**src/sv/pspt_ram.sv**
```systemverilog
// ----------------------------------------------------------------------------
// pspt_ram
// Simple dual-port RAM: one write port, one read port, registered read data.
// ----------------------------------------------------------------------------
module pspt_ram #(
   parameter int WIDTH = 8,
   parameter int DEPTH = 16
) (
   input  logic                     clock,
   input  logic                     wr_en,
   input  logic [$clog2(DEPTH)-1:0] wr_addr,
   input  logic [WIDTH-1:0]         wr_data,
   input  logic                     rd_en,
   input  logic [$clog2(DEPTH)-1:0] rd_addr,
   output logic [WIDTH-1:0]         rd_data
);

   logic [WIDTH-1:0] mem_ff [DEPTH];
   logic [WIDTH-1:0] rd_data_ff;

   // write and read the array
   always_ff @(posedge clock) begin
      if (wr_en) begin
         mem_ff[wr_addr] <= wr_data;
      end
      if (rd_en) begin
         rd_data_ff <= mem_ff[rd_addr];
      end
   end

   assign rd_data = rd_data_ff;

endmodule
```
**config.mk**
```make
export PLATFORM = sky130hd
export DESIGN_NAME = pspt_ram
export DESIGN_NICKNAME = d
export VERILOG_FILES = /design/src/sv/pspt_ram.sv
export SDC_FILE = /design/constraint.sdc
export NUM_CORES = 1
export LEC_CHECK = 0
export ABC_CLOCK_PERIOD_IN_PS = 4400
export BUFFER_PORTS_ARGS = -buffer_cell sky130_fd_sc_hd__buf_2
export CORE_AREA = 2 2 101 103
export DETAILED_ROUTE_END_ITERATION = 12
export DIE_AREA = 0 0 103 105
export GPL_ROUTABILITY_DRIVEN = 1
export GPL_TIMING_DRIVEN = 0
export PLACE_DENSITY = 0.72
export SKIP_LAST_GASP = 1
export SLEW_MARGIN = 20
export SYNTH_ARGS = -nofsm -noshare
export SYNTH_HDL_FRONTEND = slang
export SYNTH_SLANG_ARGS = --single-unit
```
**constraint.sdc**
```tcl
create_clock -name clock -period 4.4 [get_ports clock]
set_input_delay 0.22 -clock clock [delete_from_list [all_inputs] [get_ports clock]]
set_output_delay 0.22 -clock clock [all_outputs]
set_load 0.02 [all_outputs]
```
Word-level counts from Yosys, hierarchy flattened
Memory sizes are Yosys's and may differ from the RTL's. A register that Yosys moved wholly into a read port is not among the register bits.
Index checks and enable logic that the tools add are counted.
Widths: inputs -> output; s select.

storage, ports and cells
  input bits = 19
  bits in read-only memories = 0
  word-level logic and storage cells = 3
  memories kept = 1
  bits in latches = 0
  RAM bits = 128
  flip-flop bits (word level) = 0

memory list
  memory  words  width  read ports  clocked after Yosys merged registers in  write ports  RTL line  text
  mem_ff  16     8      1           1                                        1            18        logic [WIDTH-1:0] mem_ff [DEPTH];

operators by class
  add/subtract/negate cells = 0
  reductions and logical operators = 0
  divide/modulo/power cells = 0
  shift operators = 0
  bitwise gates (word level) = 0
  multipliers = 0
  magnitude comparators = 0
  muxes and demuxes = 2
  equality and inequality tests = 0

operators by type and width
  cell    count
  $mux 1  2

Logic depth before layout (Yosys ltp)
Gate-level depths: netlist of the first run.

  word-level depth = 2
  gate-level depth with buffers = 5
  mapped depth without buffers = 3

Least setup slack after synthesis of the first run
Ideal clock, no wire load.

  path kind = input-to-reg
  from = in wr_addr[2]
  to = mem mem_ff[0][0] (enable)
  buffers on the path = 0
  slack = 2687 ps
  arrival time = 1330 ps
  stages = 2
  cells stage by stage = or3b_2 nor3_1

RTL lines
  item             RTL line  text
  start, declared  11        input logic [$clog2(DEPTH)-1:0] wr_addr,
  end, declared    18

No word-level cell before the write port.

==> impl_metrics.env, run 1 <==
export IMPL_skew_ns=0.007458
export IMPL_cts_tree="built"
export IMPL_first_global_vias=2543
export IMPL_clk_insertion_delay_late_ns=0.52
export IMPL_first_iter_violations=312
export IMPL_clkTransAtPathRegs_ns=0.06
export IMPL_syn_instance_count=229
export IMPL_yosysUniqueCellTypes=18
export IMPL_grtUsageTotal_pct=20.76
export IMPL_clkSinkCount=136
export IMPL_path_max_fanout=1
export IMPL_ys_seq_elements=136
export IMPL_die_area_um2=10820
export IMPL_dr_pass1_iters=5
export IMPL_dp_hpwl_um=6116
export IMPL_synth_top_area_share_pct=78.12
export IMPL_wl_met2_um=5073
export IMPL_setup_viol=0
export IMPL_clockPowerShare_pct=49.7
export IMPL_swShare_pct=18.88
export IMPL_dr_wl_met3_um=737
export IMPL_route_detailed_drc=0
export IMPL_status="finished clean"
export IMPL_fp_row_count=36
export IMPL_finalHoldViolCount=0
export IMPL_cts_max_path_buffers=2
export IMPL_final_max_slew_viol_count=0
export IMPL_pre_cts_ws_ns=2.492
export IMPL_highest_layer="met4"
export IMPL_grt_pass1_wl_um=15170
export IMPL_start_util_pct=54.23
export IMPL_combPwrFrac_pct=4.5
export IMPL_cp_required_ns=4.66
export IMPL_period_share_pct=36.97
export IMPL_antenna_found_initial=0
export IMPL_die_h_um=105
export IMPL_relSlewSlack_pct=42.94
export IMPL_synth_area_per_cell_um2=22.83
export IMPL_final_nets=292
export IMPL_cap_violations=0
export IMPL_synth_warning_count=0
export IMPL_fmax_mhz=614.8
export IMPL_peakVddDrop_mv=0.3762
export IMPL_root_buffer="clkbuf_8"
export IMPL_vias_per_cell=6.048
export IMPL_timing_critical_path_arrival_ns=1.88
export IMPL_setup_ws_ns=2.774
export IMPL_p_int_uw=2603
export IMPL_r2r_slack_ns=2.77
export IMPL_p_sw_uw=605.8
export IMPL_layout_area_overhead_vs_synth_pct=18.76
export IMPL_setup_tns_ns=0
export IMPL_fin_worst_hold_slack_ns=0.04680
export IMPL_ios=27
export IMPL_rsz0062_at_grt="false"
export IMPL_ys_seq_area_share_pct=78.12
export IMPL_die_w_um=103
export IMPL_grt_start_max_net_pins=17
export IMPL_pwr_density_cell_nw_per_um2=516.9
export IMPL_tightestPinTransition_ns=0.8527
export IMPL_end_kind="flip-flop"
export IMPL_hold_depth=1
export IMPL_power_uw=3209
export IMPL_dr_total_vias=2528
export IMPL_grt_ovfl_total=0
export IMPL_cts_resized=0
export IMPL_fill_cells=643
export IMPL_postCtsSetupRepairBufs=0
export IMPL_period_needed_ns=1.626
export IMPL_p_leak_uw=0.002077
export IMPL_drive_gt1_share_pct=30.53
export IMPL_fin_util_pct=64.41
export IMPL_wl_met1_um=4208
export IMPL_path_class="flip-flop to flip-flop"
export IMPL_wl_um=10240
export IMPL_yosysTopAreaCell="edfxtp_1"
export IMPL_cts_inserted_buffers=17
export IMPL_p_seq_share_pct=45.7
export IMPL_n_antenna_cell=0
export IMPL_place_gp_congestion=0.6872
export IMPL_ff2ff_path_depth=3
export IMPL_hold_path_class="input pin to flip-flop"
export IMPL_htreeDepth=4
export IMPL_ant_nets=0
export IMPL_netlist_area_um2=5228
export IMPL_critical_path_startpoint_type="flip-flop"
export IMPL_synthTopCellsByArea="edfxtp_1 (78%), mux4_2 (7.8%), mux4_1 (7.0%)"
export IMPL_core_um2=9639
export IMPL_routedWlPerCell_um=24.49
export IMPL_portBuffers=25
export IMPL_synth_nets=248
export IMPL_holdBufCountCts=0
-- cells by family after synthesis --
kind of cell / count (synthesis) / synth area share [%]
and+or+nand+nor: 35 / 3.136
DFF: 136 / 78.12
buffers and inverters: 10 / 1.651
AOI/OAI and AO/OA: 16 / 2.298
muxes: 32 / 14.79
-- registers in the layout (all words and copies together), names as in the netlist --
signal and flops:
rd_data 8, mem_ff 128
-- layer usage --
layer,global-route usage (%),vias up
met4,8.647,0
met5,0,-
met1,29.50,1315
met3,5.485,18
li1,-,1068
met2,30.80,127
-- placed cells by master (no fill, tap or decap), drive strengths merged, types with 3 or more instances in the layout --
cell,synthesis,layout
clkbuf,0,18
a22oi,16,16
nor2,13,13
edfxtp,136,136
mux4,32,32
bufinv,0,7
clkdlybuf4s25,3,3
nand2,9,9
buf,7,32
nor3,4,4
clkinv,0,4
-- final timing paths --
path	start	endpoint
setup / recovery	mem_ff[5][0]	rd_data[0]
hold / removal	rd_en	rd_data[3]
setup reg to reg	mem_ff[5][0]	rd_data[0]
hold reg to reg	mem_ff[8][2]	rd_data[2]
-- cell type report --
class / instances / area (um^2) / share of cell area, %
Clock inverter: 13 / 251.5 / 4.051
Clock buffer: 18 / 417.9 / 6.731
Sequential cell: 136 / 4084 / 65.78
Multi-Input combinational cell: 83 / 1077 / 17.35
Buffer: 10 / 86.33 / 1.391
Timing Repair Buffer: 25 / 125.1 / 2.015
Tap cell: 133 / 166.4 / 2.680
-- power groups by stage --
stage               sequential (uW)  clock, uW  combinational [uW]
finish                         1470       1600                 146
CTS                            1470       1600                 146
global route                   1470       1660                 156
detailed placement             1490          0                 145
global placement               1490          0                 139
floorplan                      1500          0                73.7
-- synth_stat cells --
library cell	count
edfxtp_1	136
nand3b_1	2
nand2_1	9
nor2b_1	1
or3b_2	1
nand3_1	1
buf_2	3
and2b_1	1
nand2b_1	2
and2_1	1
a22oi_1	16
clkdlybuf4s25_2	3
nor3_1	4
buf_4	1
mux4_2	18
buf_6	3
mux4_1	14
nor2_1	13
-- through the flow --
step | cell area, um^2 | instances
after detailed placement | 5539 | 387
after floorplan | 5228 | 229
after global placement | 5519 | 387
final | 6208 | 418
after global routing | 6208 | 418
after CTS | 6208 | 418
-- worst max-delay path, cell delays in order, from the launching register on --
cell and delay (ns):
edfxtp_1 0.36, mux4_1 0.57, a22oi_1 0.32, nand2_1 0.12
Power figures use the tool's default switching activity.
==> inputs of run 2 (changes only) <==
--- a/config.mk
+++ b/config.mk
@@ -5,7 +5,7 @@
 export SDC_FILE = /design/constraint.sdc
 export NUM_CORES = 1
 export LEC_CHECK = 0
-export ABC_CLOCK_PERIOD_IN_PS = 4400
+export ABC_CLOCK_PERIOD_IN_PS = 1650
 export BUFFER_PORTS_ARGS = -buffer_cell sky130_fd_sc_hd__buf_2
 export CORE_AREA = 2 2 101 103
 export DETAILED_ROUTE_END_ITERATION = 12
==> constraint.sdc (replaced) <==
create_clock -name clock -period 1.65 [get_ports clock]
set_input_delay 0.0825 -clock clock [delete_from_list [all_inputs] [get_ports clock]]
set_output_delay 0.0825 -clock clock [all_outputs]
set_load 0.02 [all_outputs]
==> run 2 against run 1 <==
Effect of this change:
- sequential share of layout area shrank 0.94 points
- worst setup slack lost 2.7 ns
- worst hold slack gained 0.071 ns
- power grew to 2.7 times the previous value
- largest cell class unchanged
==> impl_metrics.env, run 2 (same netlist as run 1, synthesis figures left out) <==
export IMPL_relSlewSlack_pct=44.46
export IMPL_die_area_um2=10820
export IMPL_worstReg2RegStart="mem_ff[5][0]"
export IMPL_critPathTopFamily="multiplexers"
export IMPL_route_detailed_drc=0
export IMPL_final_nets=301
export IMPL_timing_critical_path_arrival_ns=1.86
export IMPL_postCtsSetupRepairBufs=0
export IMPL_cts_inserted_buffers=17
export IMPL_setup_tns_ns=0
export IMPL_cp_required_ns=1.90
export IMPL_clockPowerShare_pct=49.6
export IMPL_tightestPinTransition_ns=0.8301
export IMPL_routedWlPerCell_um=24.09
export IMPL_vias_per_cell=5.958
export IMPL_grt_ovfl_total=0
export IMPL_setup_viol=0
export IMPL_dr_total_vias=2544
export IMPL_die_h_um=105
export IMPL_final_cell_mix="edfxtp_1 (136), buf_2 (28), mux4_2 (18), a22oi_1 (16), clkbuf_16 (16)"
export IMPL_layout_area_overhead_vs_synth_pct=20.49
export IMPL_fill_cells=634
export IMPL_die_w_um=103
export IMPL_portBuffers=25
export IMPL_multi_input_area_um2=1077
export IMPL_ff_latch_area_um2=4084
export IMPL_path_class="flip-flop to flip-flop"
export IMPL_grt_pass1_wl_um=15280
export IMPL_path_max_fanout=1
export IMPL_ant_nets=0
export IMPL_place_gp_congestion=0.6872
export IMPL_r2r_slack_ns=0.05
export IMPL_wl_um=10290
export IMPL_grt_start_max_net_pins=17
export IMPL_largest_register="mem_ff"
export IMPL_largest_reg_flops=128
export IMPL_max_stage_delay_ns=0.55
export IMPL_cap_violations=0
export IMPL_finalHoldViolCount=0
export IMPL_core_um2=9639
export IMPL_ios=27
export IMPL_whs_endpoint="mem_ff[12][3]"
export IMPL_combPwrFrac_pct=4.7
export IMPL_root_buffer="clkbuf_8"
export IMPL_period_needed_ns=1.600
export IMPL_path_cells="mux4_1 -> a22oi_1 -> nand2_1"
export IMPL_p_int_uw=6956
export IMPL_period_share_pct=96.99
export IMPL_status="finished clean"
export IMPL_start_util_pct=54.23
export IMPL_crit_start="mem_ff[5][0]"
export IMPL_first_global_vias=2561
export IMPL_cp_slowest_cell="mux4_1"
export IMPL_htreeDepth=4
export IMPL_end_kind="flip-flop"
export IMPL_peakVddDrop_mv=1.004
export IMPL_dp_hpwl_um=6116
export IMPL_clkSinkCount=136
export IMPL_antenna_found_initial=0
export IMPL_fmax_mhz=624.8
export IMPL_hold_path_class="input pin to flip-flop"
export IMPL_p_sw_uw=1617
export IMPL_grtUsageTotal_pct=20.89
export IMPL_drive_gt1_share_pct=29.59
export IMPL_final_max_slew_viol_count=0
export IMPL_first_iter_violations=342
export IMPL_ff2ff_path_depth=3
export IMPL_r2r_end="rd_data[0]"
export IMPL_cts_resized=0
export IMPL_skew_ns=0.006281
export IMPL_clk_insertion_delay_late_ns=0.52
export IMPL_hold_path_startpoint="wr_addr[1]"
export IMPL_pwr_density_cell_nw_per_um2=1361
export IMPL_hold_depth=2
export IMPL_path_buf_inv=0
export IMPL_swShare_pct=18.86
export IMPL_p_leak_uw=0.002115
export IMPL_critical_path_startpoint_type="flip-flop"
export IMPL_rsz0062_at_grt="false"
export IMPL_cts_max_path_buffers=2
export IMPL_final_common_cell="edfxtp_1"
export IMPL_dr_pass1_iters=5
export IMPL_fp_row_count=36
export IMPL_p_seq_share_pct=45.6
export IMPL_cts_tree="built"
export IMPL_clkTransAtPathRegs_ns=0.06
export IMPL_n_antenna_cell=0
export IMPL_power_uw=8573
==> run 2: cell count changes in the layout (fill, tap and decap cells not counted) <==
cell / delta
dlygate4sd3_1: +9
==> run 2: timing repair <==
action	4_1_cts	5_1_grt
endpoints found under the setup margin	0	0
hold buffers	9	0
hold endpoints to repair	136	0
==> run 2: power by group through the flow <==
stage	Sequential [uW]	Clock [uW]	Combinational (uW)
floorplan	4000	0	196
global placement	3980	0	371
detailed placement	3980	0	386
CTS	3910	4280	407
global route	3920	4420	434
finish	3910	4260	404
==> run 2: layout make-up <==
cell class                      count  area share (%)
Buffer                             10           1.371
Clock inverter                     13           3.993
Sequential cell                   136           64.84
Timing Repair Buffer               34           3.417
Tap cell                          133           2.642
Clock buffer                       18           6.635
Multi-Input combinational cell     83           17.10
==> run 2: worst reg2reg max path: stages, from the launching register on <==
cell	delay, ns
edfxtp_1	0.36
mux4_1	0.55
a22oi_1	0.31
nand2_1	0.12
==> run 2: layer usage <==
metal	up-vias	share of wire [%]	global-route usage, %
li1	1086	-	-
met1	1303	41	29.64
met2	134	49	30.98
met3	21	7.4	5.485
met4	0	2.4	8.835
met5	-	0	0
==> run 2: worst max path at each step <==
stage	slack (ns)	cells past startpoint	to
final	0.05	3	rd_data[0]
after global routing	0.05	3	rd_data[0]
after CTS	0.04	3	rd_data[0]
after detailed placement	-0.12	3	mem_ff[1][4]
after global placement	-0.48	3	mem_ff[0][4]
after floorplan	0.07	2	mem_ff[0][0]
==> run 2: through the flow <==
| step | hold WS (ns) | setup WS (ns) | cell area, um^2 | instances | utilization, % |
|---|---|---|---|---|---|
| after global routing | 0.1156 | 0.04556 | 6299 | 427 | 65.34 |
| after floorplan | 0.1814 | 0.07463 | 5228 | 229 | - |
| after CTS | 0.1046 | 0.03663 | 6299 | 427 | 65.34 |
| final | 0.1174 | 0.04960 | 6299 | 427 | 65.34 |
| after detailed placement | 0.4251 | -0.1208 | 5539 | 387 | 57.46 |
| after global placement | 0.4181 | -0.4810 | 5519 | 387 | 57.26 |
==> inputs of run 3 (changes only) <==
--- a/config.mk
+++ b/config.mk
@@ -5,14 +5,16 @@
 export SDC_FILE = /design/constraint.sdc
 export NUM_CORES = 1
 export LEC_CHECK = 0
-export ABC_CLOCK_PERIOD_IN_PS = 1650
+export ABC_AREA = 1
+export ABC_CLOCK_PERIOD_IN_PS = 1750
 export BUFFER_PORTS_ARGS = -buffer_cell sky130_fd_sc_hd__buf_2
-export CORE_AREA = 2 2 101 103
+export CORE_AREA = 2 2 107 109
+export CTS_CLUSTER_DIAMETER = 60
 export DETAILED_ROUTE_END_ITERATION = 12
-export DIE_AREA = 0 0 103 105
+export DIE_AREA = 0 0 109 111
 export GPL_ROUTABILITY_DRIVEN = 1
 export GPL_TIMING_DRIVEN = 0
-export PLACE_DENSITY = 0.72
+export PLACE_DENSITY = 0.71
 export SKIP_LAST_GASP = 1
 export SLEW_MARGIN = 20
 export SYNTH_ARGS = -nofsm -noshare
==> constraint.sdc (replaced) <==
create_clock -name clock -period 1.75 [get_ports clock]
set_input_delay 0.0875 -clock clock [delete_from_list [all_inputs] [get_ports clock]]
set_output_delay 0.0875 -clock clock [all_outputs]
set_load 0.02 [all_outputs]
==> run 3 against run 2 <==
Effect of this change:
- synthesized cell count grew 140%
- worst setup slack gained 0.52 ns
- first-iteration DRC count grew 21%
- routed wire length grew 33%
- clock skew shrank 0.0012 ns
- critical path type is now input pin to flip-flop
- critical endpoint is now mem_ff[7][0]
- clock power shrank 19%
==> impl_metrics.env, run 3 <==
export IMPL_status="finished clean"
export IMPL_n_antenna_cell=0
export IMPL_antenna_found_initial=0
export IMPL_syn_instance_count=551
export IMPL_skew_ns=0.005102
export IMPL_dp_hpwl_um=8880
export IMPL_grt_start_max_net_pins=17
export IMPL_cap_violations=0
export IMPL_cts_inserted_buffers=17
export IMPL_first_iter_violations=414
export IMPL_clk_insertion_delay_late_ns=0.42
export IMPL_period_needed_ns=1.185
export IMPL_synth_top_area_share_pct=69.85
export IMPL_largest_register="mem_ff"
export IMPL_route_detailed_drc=0
export IMPL_dr_pass1_iters=6
export IMPL_place_gp_congestion=0.8833
export IMPL_die_w_um=109
export IMPL_period_share_pct=67.74
export IMPL_drive_gt1_share_pct=13.04
export IMPL_final_cell_mix="nand2_1 (173), edfxtp_1 (136), inv_1 (100), nand3_1 (97), buf_2 (36)"
export IMPL_synth_area_per_cell_um2=10.61
export IMPL_critical_path_startpoint_type="input pin"
export IMPL_p_leak_uw=0.002891
export IMPL_final_max_slew_viol_count=0
export IMPL_setup_viol=0
export IMPL_vias_per_cell=5.338
export IMPL_first_global_vias=3970
export IMPL_rsz0062_at_grt="false"
export IMPL_grtUsageTotal_pct=24.27
export IMPL_cts_tree="built"
export IMPL_hold_depth=1
export IMPL_synth_edf_count=136
export IMPL_final_common_cell="nand2_1"
export IMPL_ys_seq_area_share_pct=69.85
export IMPL_largest_reg_flops=128
export IMPL_die_h_um=111
export IMPL_ys_seq_elements=136
export IMPL_grt_pass1_wl_um=20980
export IMPL_wl_um=13670
export IMPL_synth_most_common_cell="nand2_1"
export IMPL_grt_ovfl_total=0
export IMPL_synth_warning_count=0
export IMPL_ff2ff_path_depth=6
export IMPL_tightestPinTransition_ns=0.9244
export IMPL_clkTransAtPathRegs_ns=0.06
export IMPL_portBuffers=23
export IMPL_yosysTopAreaCell="edfxtp_1"
export IMPL_start_util_pct=52.78
export IMPL_fp_row_count=39
export IMPL_clkSinkCount=136
export IMPL_synth_nets=570
export IMPL_routedWlPerCell_um=18.25
export IMPL_fin_util_pct=60.67
export IMPL_cp_required_ns=1.79
export IMPL_relSlewSlack_pct=38.14
export IMPL_dr_total_vias=3998
export IMPL_core_um2=11080
export IMPL_fmax_mhz=843.6
export IMPL_synthArstFlopShare_pct=0
export IMPL_layout_area_overhead_vs_synth_pct=14.94
export IMPL_cts_resized=0
export IMPL_timing_critical_path_arrival_ns=1.22
export IMPL_cts_max_path_buffers=2
export IMPL_finalHoldViolCount=0
export IMPL_yosysUniqueCellTypes=11
export IMPL_ios=27
export IMPL_htreeDepth=4
export IMPL_postCtsSetupRepairBufs=0
export IMPL_die_area_um2=12100
export IMPL_setup_tns_ns=0
export IMPL_end_kind="flip-flop"
export IMPL_pwr_density_cell_nw_per_um2=1135
export IMPL_hold_path_class="input pin to flip-flop"
export IMPL_holdBufCountCts=0
export IMPL_netlist_area_um2=5847
export IMPL_final_nets=612
export IMPL_root_buffer="clkbuf_16"
export IMPL_peakVddDrop_mv=0.5378
export IMPL_path_class="input pin to flip-flop"
export IMPL_ant_nets=0
export IMPL_synthFlopType="edfxtp_1"
export IMPL_path_max_fanout=8
export IMPL_ys_top_cells_by_count="nand2_1 (173), edfxtp_1 (136), inv_1 (100), nand3_1 (97), nor2_1 (17)"
export IMPL_synthTopCellsByArea="edfxtp_1 (70%), nand2_1 (11%), nand3_1 (8.3%)"
[run 3: final cells by class]
cell class,instances,area [um^2]
Sequential cell,136,4084
Fill cell,846,4357
Tap cell,143,178.9
Clock buffer,17,425.4
Clock inverter,15,153.9
Buffer,24,166.4
Timing Repair Buffer,23,115.1
Inverter,102,382.9
Multi-Input combinational cell,289,1214
[run 3: critical path: stages]
cell      delay [ns]
buf_2           0.12
nand3b_1        0.26
nor2_1          0.76
[run 3: path summary, 6_finish.rpt]
kind / start / end / slack, ns
worst max-delay path: wr_addr[3] / mem_ff[7][0] / 0.56
worst min-delay path: rd_en / rd_data[6] / 0.01
worst max register to register: mem_ff[0][4] / rd_data[4] / 0.57
worst min register to register: mem_ff[10][6] / rd_data[6] / 0.78
[run 3: routing by layer]
layer	vias up	wire length [um]	global-route usage (%)
met1	1865	5537	32.23
met5	-	0	0
met4	0	483	10.43
li1	1869	-	-
met2	220	6512	38.10
met3	44	1139	5.820
[run 3: metrics by stage]
step	setup WS [ns]	hold slack, ns	instance area [um^2]	cells	power, uW
2_1_floorplan	0.7117	0.1864	5847	551	4032
3_5_place_dp	0.1504	0.4403	6141	717	4234
4_1_cts	0.5841	0.009789	6720	749	7638
6_report	0.5646	0.01017	6720	749	7627
3_3_place_gp	0.1187	0.4154	6141	717	4218
5_1_grt	0.4998	0.01313	6720	749	7815
[run 3: logic make-up after synthesis]
| family | Yosys count | share of synthesized area, % |
|---|---|---|
| flip-flops | 136 | 69.85 |
| buffers and inverters | 126 | 9.394 |
| AND/OR/NAND/NOR | 289 | 20.76 |
[run 3: power by group]
group          leakage, uW  internal, uW  switching (uW)
combinational      0.00139           137             351
sequential         0.00124          3670            17.8
clock             0.000265          2090            1360
